**config.mk**
```make
export PLATFORM = sky130hd
export DESIGN_NAME = life_cell_stencil_stream
export DESIGN_NICKNAME = d
export VERILOG_FILES = /design/src/rtl/core/lcs_pkg.sv /design/src/rtl/core/life_cell_stencil_stream.sv /design/src/rtl/core/lcs_ram.sv /design/src/rtl/core/lcs_front.sv /design/src/rtl/core/lcs_queue.sv /design/src/rtl/core/lcs_back.sv
export SDC_FILE = /design/constraint.sdc
export NUM_CORES = 2
export LEC_CHECK = 0
export ABC_AREA = 1
export BUFFER_PORTS_ARGS = -buffer_cell sky130_fd_sc_hd__buf_2
export CORE_MARGIN = 5
export CORE_UTILIZATION = 25
export CTS_CLUSTER_SIZE = 30
export DETAILED_ROUTE_END_ITERATION = 7
export GPL_ROUTABILITY_DRIVEN = 0
export MAX_ROUTING_LAYER = met4
export PLACE_DENSITY_LB_ADDON = 0.05
export RECOVER_POWER = 25
export SLEW_MARGIN = 20
export SYNTH_ARGS = -nofsm -noshare
export SYNTH_HDL_FRONTEND = slang
export SYNTH_HIERARCHICAL = 1
export SYNTH_SLANG_ARGS = --single-unit
```
**constraint.sdc**
```tcl
create_clock -name i_clk -period 20.5 [get_ports i_clk]
set_clock_uncertainty 0.2 [all_clocks]
set_input_delay 2.05 -clock i_clk [delete_from_list [all_inputs] [get_ports i_clk]]
set_output_delay 2.05 -clock i_clk [all_outputs]
set_load 0.1 [all_outputs]
```
**src/rtl/core/lcs_pkg.sv**
```systemverilog
// Shared types and constants for the Game of Life stencil stream.
`default_nettype none
package lcs_pkg;

    // Width of the configuration registers and of the register index.
    localparam int CFG_W     = 11;
    localparam int CFG_IDX_W = 1;

    // Register indexes on the configuration port.
    localparam logic [CFG_IDX_W-1:0] REG_GRID_ROWS = 1'd0;
    localparam logic [CFG_IDX_W-1:0] REG_GRID_COLS = 1'd1;

    // Width of the row and column fields of a result.
    localparam int POS_W = 10;

    // Depth of the queue between the front and the back part.
    localparam int QUEUE_DEPTH = 4;

    // One classified item as it travels from the front to the back part.
    typedef struct packed {
        logic             cur;       // incoming cell, dead for pads and flush
        logic             top;       // cell two rows up, zero above the grid
        logic             mid;       // cell one row up, zero above the grid
        logic             col_zero;  // first column: window restarts
        logic             emit1;     // result for the cell up and to the left
        logic             emit2;     // extra result for the last column
        logic             flush;     // item belongs to the flush row
        logic [POS_W-1:0] row;       // row index of the emitted cells
        logic [POS_W-1:0] col;       // column index of the incoming item
    } t_entry;

endpackage
`default_nettype wire

```
**src/rtl/core/life_cell_stencil_stream.sv**
```systemverilog
// Top level of the streaming Game of Life stencil: front part, queue and back part.
// A cell's result comes from the item below-right of it, which passes the line store
// read in the stage register, then the queue, then the output register.
// Throughput: one item per cycle unless the queue or the output stalls, except that a
// last-column item yields two results and the second one holds off the next item.
// Reset is synchronous and active low: counters, window, queue and valids clear and
// both size registers return to 1024; the line stores are not cleared.
`default_nettype none
module life_cell_stencil_stream #(
    parameter int MAX_COLS = 1024,
    parameter int MAX_ROWS = 1024
) (
    input  wire logic                          i_clk,
    input  wire logic                          i_rst_n,
    input  wire logic                          i_cfg_we,
    input  wire logic [lcs_pkg::CFG_IDX_W-1:0] i_cfg_idx,
    input  wire logic [lcs_pkg::CFG_W-1:0]     i_cfg_data,
    input  wire logic                          i_in_valid,
    output logic                               o_in_ready,
    input  wire logic                          i_op,
    input  wire logic                          i_cell_alive,
    output logic                               o_out_valid,
    input  wire logic                          i_out_ready,
    output logic                               o_next_alive,
    output logic [lcs_pkg::POS_W-1:0]          o_cell_row,
    output logic [lcs_pkg::POS_W-1:0]          o_cell_col,
    output logic                               o_frame_last,
    output logic                               o_run_last
);
    import lcs_pkg::*;

    logic   push;
    logic   q_full;
    logic   q_valid;
    logic   pop;
    t_entry front_entry;
    t_entry back_entry;

    // Front part: counters, line stores and classification.
    lcs_front #(
        .MAX_COLS (MAX_COLS),
        .MAX_ROWS (MAX_ROWS)
    ) u_front (
        .i_clk        (i_clk),
        .i_rst_n      (i_rst_n),
        .i_cfg_we     (i_cfg_we),
        .i_cfg_idx    (i_cfg_idx),
        .i_cfg_data   (i_cfg_data),
        .i_in_valid   (i_in_valid),
        .o_in_ready   (o_in_ready),
        .i_op         (i_op),
        .i_cell_alive (i_cell_alive),
        .i_q_full     (q_full),
        .o_push       (push),
        .o_entry      (front_entry)
    );

    // Queue between the two parts.
    lcs_queue u_queue (
        .i_clk   (i_clk),
        .i_rst_n (i_rst_n),
        .i_push  (push),
        .i_entry (front_entry),
        .o_full  (q_full),
        .i_pop   (pop),
        .o_valid (q_valid),
        .o_entry (back_entry)
    );

    // Back part: window, rule and results.
    lcs_back u_back (
        .i_clk        (i_clk),
        .i_rst_n      (i_rst_n),
        .i_q_valid    (q_valid),
        .i_entry      (back_entry),
        .o_pop        (pop),
        .o_out_valid  (o_out_valid),
        .i_out_ready  (i_out_ready),
        .o_next_alive (o_next_alive),
        .o_cell_row   (o_cell_row),
        .o_cell_col   (o_cell_col),
        .o_frame_last (o_frame_last),
        .o_run_last   (o_run_last)
    );

endmodule
`default_nettype wire

```
**src/rtl/core/lcs_ram.sv**
```systemverilog
// Generic simple dual-port RAM with a registered read port.
`default_nettype none
module lcs_ram #(
    parameter int WIDTH = 2,
    parameter int DEPTH = 1024
) (
    input  wire logic                     i_clk,
    input  wire logic                     i_we,
    input  wire logic [$clog2(DEPTH)-1:0] i_waddr,
    input  wire logic [WIDTH-1:0]         i_wdata,
    input  wire logic                     i_re,
    input  wire logic [$clog2(DEPTH)-1:0] i_raddr,
    output logic      [WIDTH-1:0]         o_rdata
);

    logic [WIDTH-1:0] r_mem [DEPTH];

    // Write port.
    always_ff @(posedge i_clk) begin
        if (i_we) begin
            r_mem[i_waddr] <= i_wdata;
        end
    end

    // Read port; the data holds while no read is issued.
    always_ff @(posedge i_clk) begin
        if (i_re) begin
            o_rdata <= r_mem[i_raddr];
        end
    end

endmodule
`default_nettype wire

```
**src/rtl/core/lcs_front.sv**
```systemverilog
// Front part: configuration, raster counters, line stores and item classification.
`default_nettype none
module lcs_front #(
    parameter int MAX_COLS = 1024,
    parameter int MAX_ROWS = 1024
) (
    input  wire logic                          i_clk,
    input  wire logic                          i_rst_n,
    input  wire logic                          i_cfg_we,
    input  wire logic [lcs_pkg::CFG_IDX_W-1:0] i_cfg_idx,
    input  wire logic [lcs_pkg::CFG_W-1:0]     i_cfg_data,
    input  wire logic                          i_in_valid,
    output logic                               o_in_ready,
    input  wire logic                          i_op,
    input  wire logic                          i_cell_alive,
    input  wire logic                          i_q_full,
    output logic                               o_push,
    output lcs_pkg::t_entry                    o_entry
);
    import lcs_pkg::*;

    localparam int CW  = $clog2(MAX_COLS);
    localparam int RW  = $clog2(MAX_ROWS + 1);
    localparam int RCW = (RW > CFG_W) ? RW : CFG_W;
    localparam int CCW = ($clog2(MAX_COLS + 1) > CFG_W) ? $clog2(MAX_COLS + 1) : CFG_W;
    localparam logic [RCW-1:0] ROWS_MAX = RCW'(MAX_ROWS);
    localparam logic [RCW-1:0] ROWS_MIN = RCW'(1);
    localparam logic [CCW-1:0] COLS_MAX = CCW'(MAX_COLS);
    localparam logic [CCW-1:0] COLS_MIN = CCW'(2);

    logic [CFG_W-1:0] r_grid_rows;
    logic [CFG_W-1:0] r_grid_cols;
    logic [CW-1:0]    r_col;
    logic [RW-1:0]    r_row;

    logic [RCW-1:0]        rows_cfg;
    logic [RCW-1:0]        rows_use;
    logic [CCW-1:0]        cols_cfg;
    logic [CCW-1:0]        cols_use;
    logic [CCW-1:0]        cols_last;
    logic                  flush;
    logic                  row_end;
    logic                  cur;
    logic                  accept;
    logic [RW+POS_W-1:0]   row_m1_ext;
    logic [CW+POS_W-1:0]   col_ext;

    // Stage register that waits for the line store read.
    logic             r_s_valid;
    logic [CW-1:0]    r_s_col;
    logic             r_s_cur;
    logic             r_s_ge1;
    logic             r_s_ge2;
    logic             r_s_colz;
    logic             r_s_end;
    logic             r_s_flush;
    logic [POS_W-1:0] r_s_row10;
    logic [POS_W-1:0] r_s_col10;

    logic [1:0] rd_data;
    logic       top;
    logic       mid;

    // Configuration registers.
    always_ff @(posedge i_clk) begin
        if (!i_rst_n) begin
            r_grid_rows <= CFG_W'(1024);
            r_grid_cols <= CFG_W'(1024);
        end else if (i_cfg_we) begin
            case (i_cfg_idx)
                REG_GRID_ROWS: r_grid_rows <= i_cfg_data;
                REG_GRID_COLS: r_grid_cols <= i_cfg_data;
                default: ;
            endcase
        end
    end

    // Saturate the grid size to the supported range.
    always_comb begin
        rows_cfg = RCW'(r_grid_rows);
        cols_cfg = CCW'(r_grid_cols);
        if (rows_cfg < ROWS_MIN) begin
            rows_use = ROWS_MIN;
        end else if (rows_cfg > ROWS_MAX) begin
            rows_use = ROWS_MAX;
        end else begin
            rows_use = rows_cfg;
        end
        if (cols_cfg < COLS_MIN) begin
            cols_use = COLS_MIN;
        end else if (cols_cfg > COLS_MAX) begin
            cols_use = COLS_MAX;
        end else begin
            cols_use = cols_cfg;
        end
    end

    // Classify the incoming item from the raster position.
    assign cols_last  = cols_use - CCW'(1);
    assign flush      = RCW'(r_row) >= rows_use;
    assign row_end    = CCW'(r_col) >= cols_last;
    assign cur        = !flush && !i_op && i_cell_alive;
    assign row_m1_ext = {POS_W'(0), r_row} - (RW + POS_W)'(1);
    assign col_ext    = {POS_W'(0), r_col};

    // Handshake: the stage frees up when its item moves into the queue.
    assign o_push     = r_s_valid && !i_q_full;
    assign o_in_ready = !r_s_valid || o_push;
    assign accept     = i_in_valid && o_in_ready;

    // Raster counters.
    always_ff @(posedge i_clk) begin
        if (!i_rst_n) begin
            r_col <= '0;
            r_row <= '0;
        end else if (accept) begin
            if (row_end) begin
                r_col <= '0;
                r_row <= flush ? '0 : r_row + RW'(1);
            end else begin
                r_col <= r_col + CW'(1);
            end
        end
    end

    // Stage register next to the line store read.
    always_ff @(posedge i_clk) begin
        if (!i_rst_n) begin
            r_s_valid <= 1'b0;
        end else if (accept) begin
            r_s_valid <= 1'b1;
        end else if (o_push) begin
            r_s_valid <= 1'b0;
        end
    end

    always_ff @(posedge i_clk) begin
        if (accept) begin
            r_s_col   <= r_col;
            r_s_cur   <= cur;
            r_s_ge1   <= r_row != '0;
            r_s_ge2   <= {1'b0, r_row} >= (RW + 1)'(2);
            r_s_colz  <= r_col == '0;
            r_s_end   <= row_end;
            r_s_flush <= flush;
            r_s_row10 <= row_m1_ext[POS_W-1:0];
            r_s_col10 <= col_ext[POS_W-1:0];
        end
    end

    // Both line stores share one RAM: bit 1 is two rows up, bit 0 one row up.
    lcs_ram #(
        .WIDTH (2),
        .DEPTH (MAX_COLS)
    ) u_lines (
        .i_clk   (i_clk),
        .i_we    (o_push),
        .i_waddr (r_s_col),
        .i_wdata ({mid, r_s_cur}),
        .i_re    (accept),
        .i_raddr (r_col),
        .o_rdata (rd_data)
    );

    // Rows above the grid read as dead.
    assign top = r_s_ge2 && rd_data[1];
    assign mid = r_s_ge1 && rd_data[0];

    always_comb begin
        o_entry.cur      = r_s_cur;
        o_entry.top      = top;
        o_entry.mid      = mid;
        o_entry.col_zero = r_s_colz;
        o_entry.emit1    = r_s_ge1 && !r_s_colz;
        o_entry.emit2    = r_s_ge1 && r_s_end;
        o_entry.flush    = r_s_flush;
        o_entry.row      = r_s_row10;
        o_entry.col      = r_s_col10;
    end

endmodule
`default_nettype wire

```
**src/rtl/core/lcs_queue.sv**
```systemverilog
// Short queue of classified items between the front and the back part.
`default_nettype none
module lcs_queue (
    input  wire logic            i_clk,
    input  wire logic            i_rst_n,
    input  wire logic            i_push,
    input  wire lcs_pkg::t_entry i_entry,
    output logic                 o_full,
    input  wire logic            i_pop,
    output logic                 o_valid,
    output lcs_pkg::t_entry      o_entry
);
    import lcs_pkg::*;

    localparam int QPW = $clog2(QUEUE_DEPTH);

    t_entry         r_mem [QUEUE_DEPTH];
    logic [QPW-1:0] r_wp;
    logic [QPW-1:0] r_rp;
    logic [QPW:0]   r_cnt;

    assign o_full  = r_cnt == (QPW + 1)'(QUEUE_DEPTH);
    assign o_valid = r_cnt != '0;
    assign o_entry = r_mem[r_rp];

    // Storage.
    always_ff @(posedge i_clk) begin
        if (i_push) begin
            r_mem[r_wp] <= i_entry;
        end
    end

    // Pointers and fill level.
    always_ff @(posedge i_clk) begin
        if (!i_rst_n) begin
            r_wp  <= '0;
            r_rp  <= '0;
            r_cnt <= '0;
        end else begin
            if (i_push) begin
                r_wp <= r_wp + QPW'(1);
            end
            if (i_pop) begin
                r_rp <= r_rp + QPW'(1);
            end
            case ({i_push, i_pop})
                2'b10:   r_cnt <= r_cnt + (QPW + 1)'(1);
                2'b01:   r_cnt <= r_cnt - (QPW + 1)'(1);
                default: ;
            endcase
        end
    end

endmodule
`default_nettype wire

```
**src/rtl/core/lcs_back.sv**
```systemverilog
// Back part: 3x3 window, life rule and result output register.
`default_nettype none
module lcs_back (
    input  wire logic                      i_clk,
    input  wire logic                      i_rst_n,
    input  wire logic                      i_q_valid,
    input  wire lcs_pkg::t_entry           i_entry,
    output logic                           o_pop,
    output logic                           o_out_valid,
    input  wire logic                      i_out_ready,
    output logic                           o_next_alive,
    output logic [lcs_pkg::POS_W-1:0]      o_cell_row,
    output logic [lcs_pkg::POS_W-1:0]      o_cell_col,
    output logic                           o_frame_last,
    output logic                           o_run_last
);
    import lcs_pkg::*;

    // Shifting drops the oldest column and leaves the newest one empty.
    localparam logic [8:0] WIN_KEEP = 9'h1B6;

    // Conway rule on a window; bit 4 is the center cell.
    function automatic logic life(input logic [8:0] w);
        logic [3:0] n;
        n = 4'(w[0]) + 4'(w[1]) + 4'(w[2]) + 4'(w[3])
          + 4'(w[5]) + 4'(w[6]) + 4'(w[7]) + 4'(w[8]);
        return (n == 4'd3) || ((n == 4'd2) && w[4]);
    endfunction

    logic [8:0]       r_win,   n_win;
    logic             r_pend,  n_pend;
    logic [POS_W-1:0] r_prow,  n_prow;
    logic [POS_W-1:0] r_pcol,  n_pcol;
    logic             r_pflush, n_pflush;
    logic             r_out_valid, n_out_valid;
    logic             r_alive, n_alive;
    logic [POS_W-1:0] r_row,   n_row;
    logic [POS_W-1:0] r_col,   n_col;
    logic             r_flast, n_flast;
    logic             r_rlast, n_rlast;

    logic       can_load;
    logic [8:0] w_base;
    logic [8:0] w_new;
    logic [8:0] w_tail;

    assign can_load = !r_out_valid || i_out_ready;
    assign w_base   = i_entry.col_zero ? 9'd0 : r_win;
    assign w_new    = ((w_base << 1) & WIN_KEEP)
                    | 9'({i_entry.cur, 2'b00, i_entry.mid, 2'b00, i_entry.top});
    assign w_tail   = (r_win << 1) & WIN_KEEP;
    // Items that give no result drain even while the output waits.
    assign o_pop    = i_q_valid && !r_pend && (can_load || !i_entry.emit1);

    // Result selection: the last column's second result goes first.
    always_comb begin
        n_win       = r_win;
        n_pend      = r_pend;
        n_prow      = r_prow;
        n_pcol      = r_pcol;
        n_pflush    = r_pflush;
        n_out_valid = r_out_valid;
        n_alive     = r_alive;
        n_row       = r_row;
        n_col       = r_col;
        n_flast     = r_flast;
        n_rlast     = r_rlast;
        if (r_pend && can_load) begin
            n_out_valid = 1'b1;
            n_alive     = life(w_tail);
            n_row       = r_prow;
            n_col       = r_pcol;
            n_flast     = r_pflush;
            n_rlast     = 1'b1;
            n_pend      = 1'b0;
        end else if (o_pop) begin
            n_win = w_new;
            if (i_entry.emit1) begin
                n_out_valid = 1'b1;
                n_alive     = life(w_new);
                n_row       = i_entry.row;
                n_col       = i_entry.col - POS_W'(1);
                n_flast     = 1'b0;
                n_rlast     = !i_entry.emit2;
                n_pend      = i_entry.emit2;
                n_prow      = i_entry.row;
                n_pcol      = i_entry.col;
                n_pflush    = i_entry.flush;
            end else if (can_load) begin
                n_out_valid = 1'b0;
            end
        end else if (can_load) begin
            n_out_valid = 1'b0;
        end
    end

    // Control state and window.
    always_ff @(posedge i_clk) begin
        if (!i_rst_n) begin
            r_win       <= '0;
            r_pend      <= 1'b0;
            r_out_valid <= 1'b0;
        end else begin
            r_win       <= n_win;
            r_pend      <= n_pend;
            r_out_valid <= n_out_valid;
        end
    end

    // Payload registers.
    always_ff @(posedge i_clk) begin
        r_prow   <= n_prow;
        r_pcol   <= n_pcol;
        r_pflush <= n_pflush;
        r_alive  <= n_alive;
        r_row    <= n_row;
        r_col    <= n_col;
        r_flast  <= n_flast;
        r_rlast  <= n_rlast;
    end

    assign o_out_valid  = r_out_valid;
    assign o_next_alive = r_alive;
    assign o_cell_row   = r_row;
    assign o_cell_col   = r_col;
    assign o_frame_last = r_flast;
    assign o_run_last   = r_rlast;

endmodule
`default_nettype wire
```
==> out/results.tsv <==
metric	value	unit
status	finished, violations left	
violated checks	capacitance limit, slew limit	
Crit path max-delay family	buffers and inverters	
Tmin final	12.09	ns
die width	635	um
largest net degree at the start of global routing	221	
synthesized flop and latch total	2289	
1st-iter DRT viols	4922	
HP Class	flop to flop	
Post-Route Setup TNS	0	ns
worst vdd ir	62.0	uV
die outline area	404000	um^2
GRT overflow	0	
CTS root buf	clkbuf_16	
sequential power share	46.7	%
Final ANT Viol Nets	0	
DR vias/cell	4.71	
vias in the first global route	69100	
Cells after Synth	9029	
Worst setup EP type	flop	
H-tree depth	5	
CTS Sinks	2289	
# rows	229	
number of enable flip-flop cells after synthesis	2227	
sw power	3.07	mW
total core area	389000	um^2
syn avg cell area	10.8	um^2
Mapped Nets	9093	
Reg clk slew, reported paths	0.06	ns
first-pass GRT wire length	518	mm
RSZ-0062 raised after global routing	no	
Synth Area in Adders	0.630	%
slowest stage delay, CP	5.57	ns
Max-slew headroom	-417	%
DR pass1 iterations	6	
post-detail-place hpwl	195	mm
Crit path required time	20.87	ns
Worst Tran Pin Value	7.76	ns
DRT Wirelength	366	mm
Top cell by count, worst path	buf_4	
commonest cells after routing, fill and taps aside	nand2_1, edfxtp_1, nand3_1	
Final Max Tran Viols	1401	
Overall Global Routing Usage	18.2	%
CP max stage cell	clkbuf_1	
largest family of logic cells by synthesized area	simple AND/OR/NAND/NOR gates	
Synth Area in XOR/XNOR	0.224	%
vias after detailed routing	67200	
commonest non-fill, non-tap cell in the layout	nand2_1	
fmax	0.0827	GHz
Sw Share	26.8	%
power share of the clock group	42.0	%
final hold vios	0	
critical path peak fanout	148	
Period Utilization, post-route	59.0	%
postcts setup bufs	0	
Synth Warn #	6	
CTS tree	done	
share of cells above drive strength 1	6.85	%
WP buf/inv	5	
CP Launch Type	flop	
Die Y	635	um
Simple-Gate Fraction of Synth Area	24.5	%
Layout Cells excl Fill	14300	
area delta synth->final	14.0	%
Seq/Total Area, Yosys	69.7	%
per-cell routed wire length	25.7	um
Cell variety after synth	46	
worst-skew pair later-pin latency	0.88	ns
fraction of registers with async set/reset	0	%
final net count	8906	
Leak	37.1	nW
setup violators final	0	
Synth Area in Compound Gates	0.997	%
Num CTS Buffers	286	
Most used DFF post-synth	edfxtp_1	
WP data arrival	12.46	ns
total of max-cap violations	29	
Comb power frac	11.3	%
worst-case clock buffer depth	4	
post_cts resized	0	
CTS Hold Buffers Added	0	
mux cell area share after synthesis	0	%
initial antenna violation count	37	
power per cell area	103	nW/um^2
# IOs	44	
Initial Utilization	25.1	%
Port Buffers	43	
worst setup path category	flop to flop	
placed instance count	13800	
P_int	8.36	mW
DRC	0	
crit path cell chain	clkbuf_1 > clkbuf_1 > buf_4 > buf_4 > buf_4	
mapped cell area	97800	um^2
## metrics by stage
stage	setup WS, ns	util (%)	hold slack (ns)	cell area (um^2)	power, mW
4_1_cts	13.67	28.7	0.239	112000	11.6
3_5_place_dp	13.69	26.5	0.231	103000	6.76
5_1_grt	7.28	28.6	0.257	111000	12.0
6_report	8.41	28.6	0.246	111000	11.4
2_1_floorplan	5.59	-	0.212	97800	6.44
3_3_place_gp	13.71	26.5	0.225	103000	6.76
## cells by family (layout without fill, tap and decap cells)
group,after synthesis,count (layout)
DFF,2289,2289
AOI/OAI and AO/OA,180,180
xor gates and xnor gates,25,25
adders and majority gates,45,45
other,0,6
and+or+nand+nor,5656,5656
buffers and inverters,834,865
## area by class of cell
type	count	area (um^2)
diodes	6	15.0
fillers	40400	278000
repair buffers	212	1490
clock buffers	359	7640
well taps	5197	6500
multi-input cells	5906	26100
clock inverters	147	1040
inverters	147	601
flip-flops and latches	2289	68100
## worst paths after layout
path,depth (start not counted),slack (ns),to,start
max,5,8.41,u_front/u_lines/r_mem[152][0],u_front/r_s_cur
max reg2reg,5,8.41,u_front/u_lines/r_mem[152][0],u_front/r_s_cur
min,1,0.25,u_queue/r_rp[1],u_queue/r_rp[1]
min reg2reg,1,0.25,u_queue/r_rp[1],u_queue/r_rp[1]
## synthesized netlist by cell type, types with 2 or more instances
library cell / n / share of area, %
o22ai_1: 27 / 0.17
nand4_1: 17 / 0.11
inv_2: 2 / 0.0077
clkbuf_4: 2 / 0.015
buf_6: 19 / 0.22
edfxtp_1: 2227 / 68
o41ai_1: 2 / 0.018
a21oi_1: 40 / 0.20
o21ai_0: 74 / 0.38
nor3b_1: 3 / 0.023
buf_1: 69 / 0.26
fa_1: 7 / 0.14
clkinv_1: 2 / 0.0077
o21a_1: 2 / 0.015
nor3_1: 37 / 0.19
xor2_1: 18 / 0.16
xnor2_1: 7 / 0.063
or2_2: 2 / 0.013
nand2_2: 3 / 0.019
buf_4: 62 / 0.48
nand3_1: 2075 / 11
o211ai_1: 2 / 0.015
nor4_1: 4 / 0.026
dfxtp_1: 62 / 1.3
nand3_2: 2 / 0.020
inv_1: 140 / 0.54
ha_1: 38 / 0.49
nand2_1: 2306 / 8.9
a31oi_1: 4 / 0.026
clkbuf_1: 271 / 1.0
nor2_1: 1202 / 4.6
o21ai_1: 24 / 0.12
buf_2: 264 / 1.4
## flip-flops by register name, indices dropped and copies added, names as in the netlist, 11 cells and up, named ones only
register / count
u_queue/r_mem: 108
u_front/u_lines/r_mem: 2048
u_front/r_grid_rows: 11
u_front/r_row: 11
u_front/cols_cfg: 11
## power groups by stage
| stage | logic, mW | clock network [mW] | registers [mW] |
|---|---|---|---|
| 2_1_floorplan | 0.737 | 0 | 5.71 |
| 3_3_place_gp | 1.34 | 0 | 5.42 |
| 3_5_place_dp | 1.34 | 0 | 5.42 |
| 4_1_cts | 1.34 | 4.98 | 5.32 |
| 5_1_grt | 1.45 | 5.17 | 5.34 |
| 6_report | 1.30 | 4.80 | 5.33 |
## layer usage
metal / part of all wire [%] / routed length [um] / vias up / track usage, %
met5: 0 / 0 / - / -
met1: 46 / 168000 / 34300 / 24.0
met2: 48 / 176000 / 1460 / 30.3
met4: 2.1 / 7580 / 0 / 3.61
met3: 3.9 / 14400 / 416 / 2.08
li1: - / - / 31100 / -
Note: power is estimated with default switching activity, not from simulation.
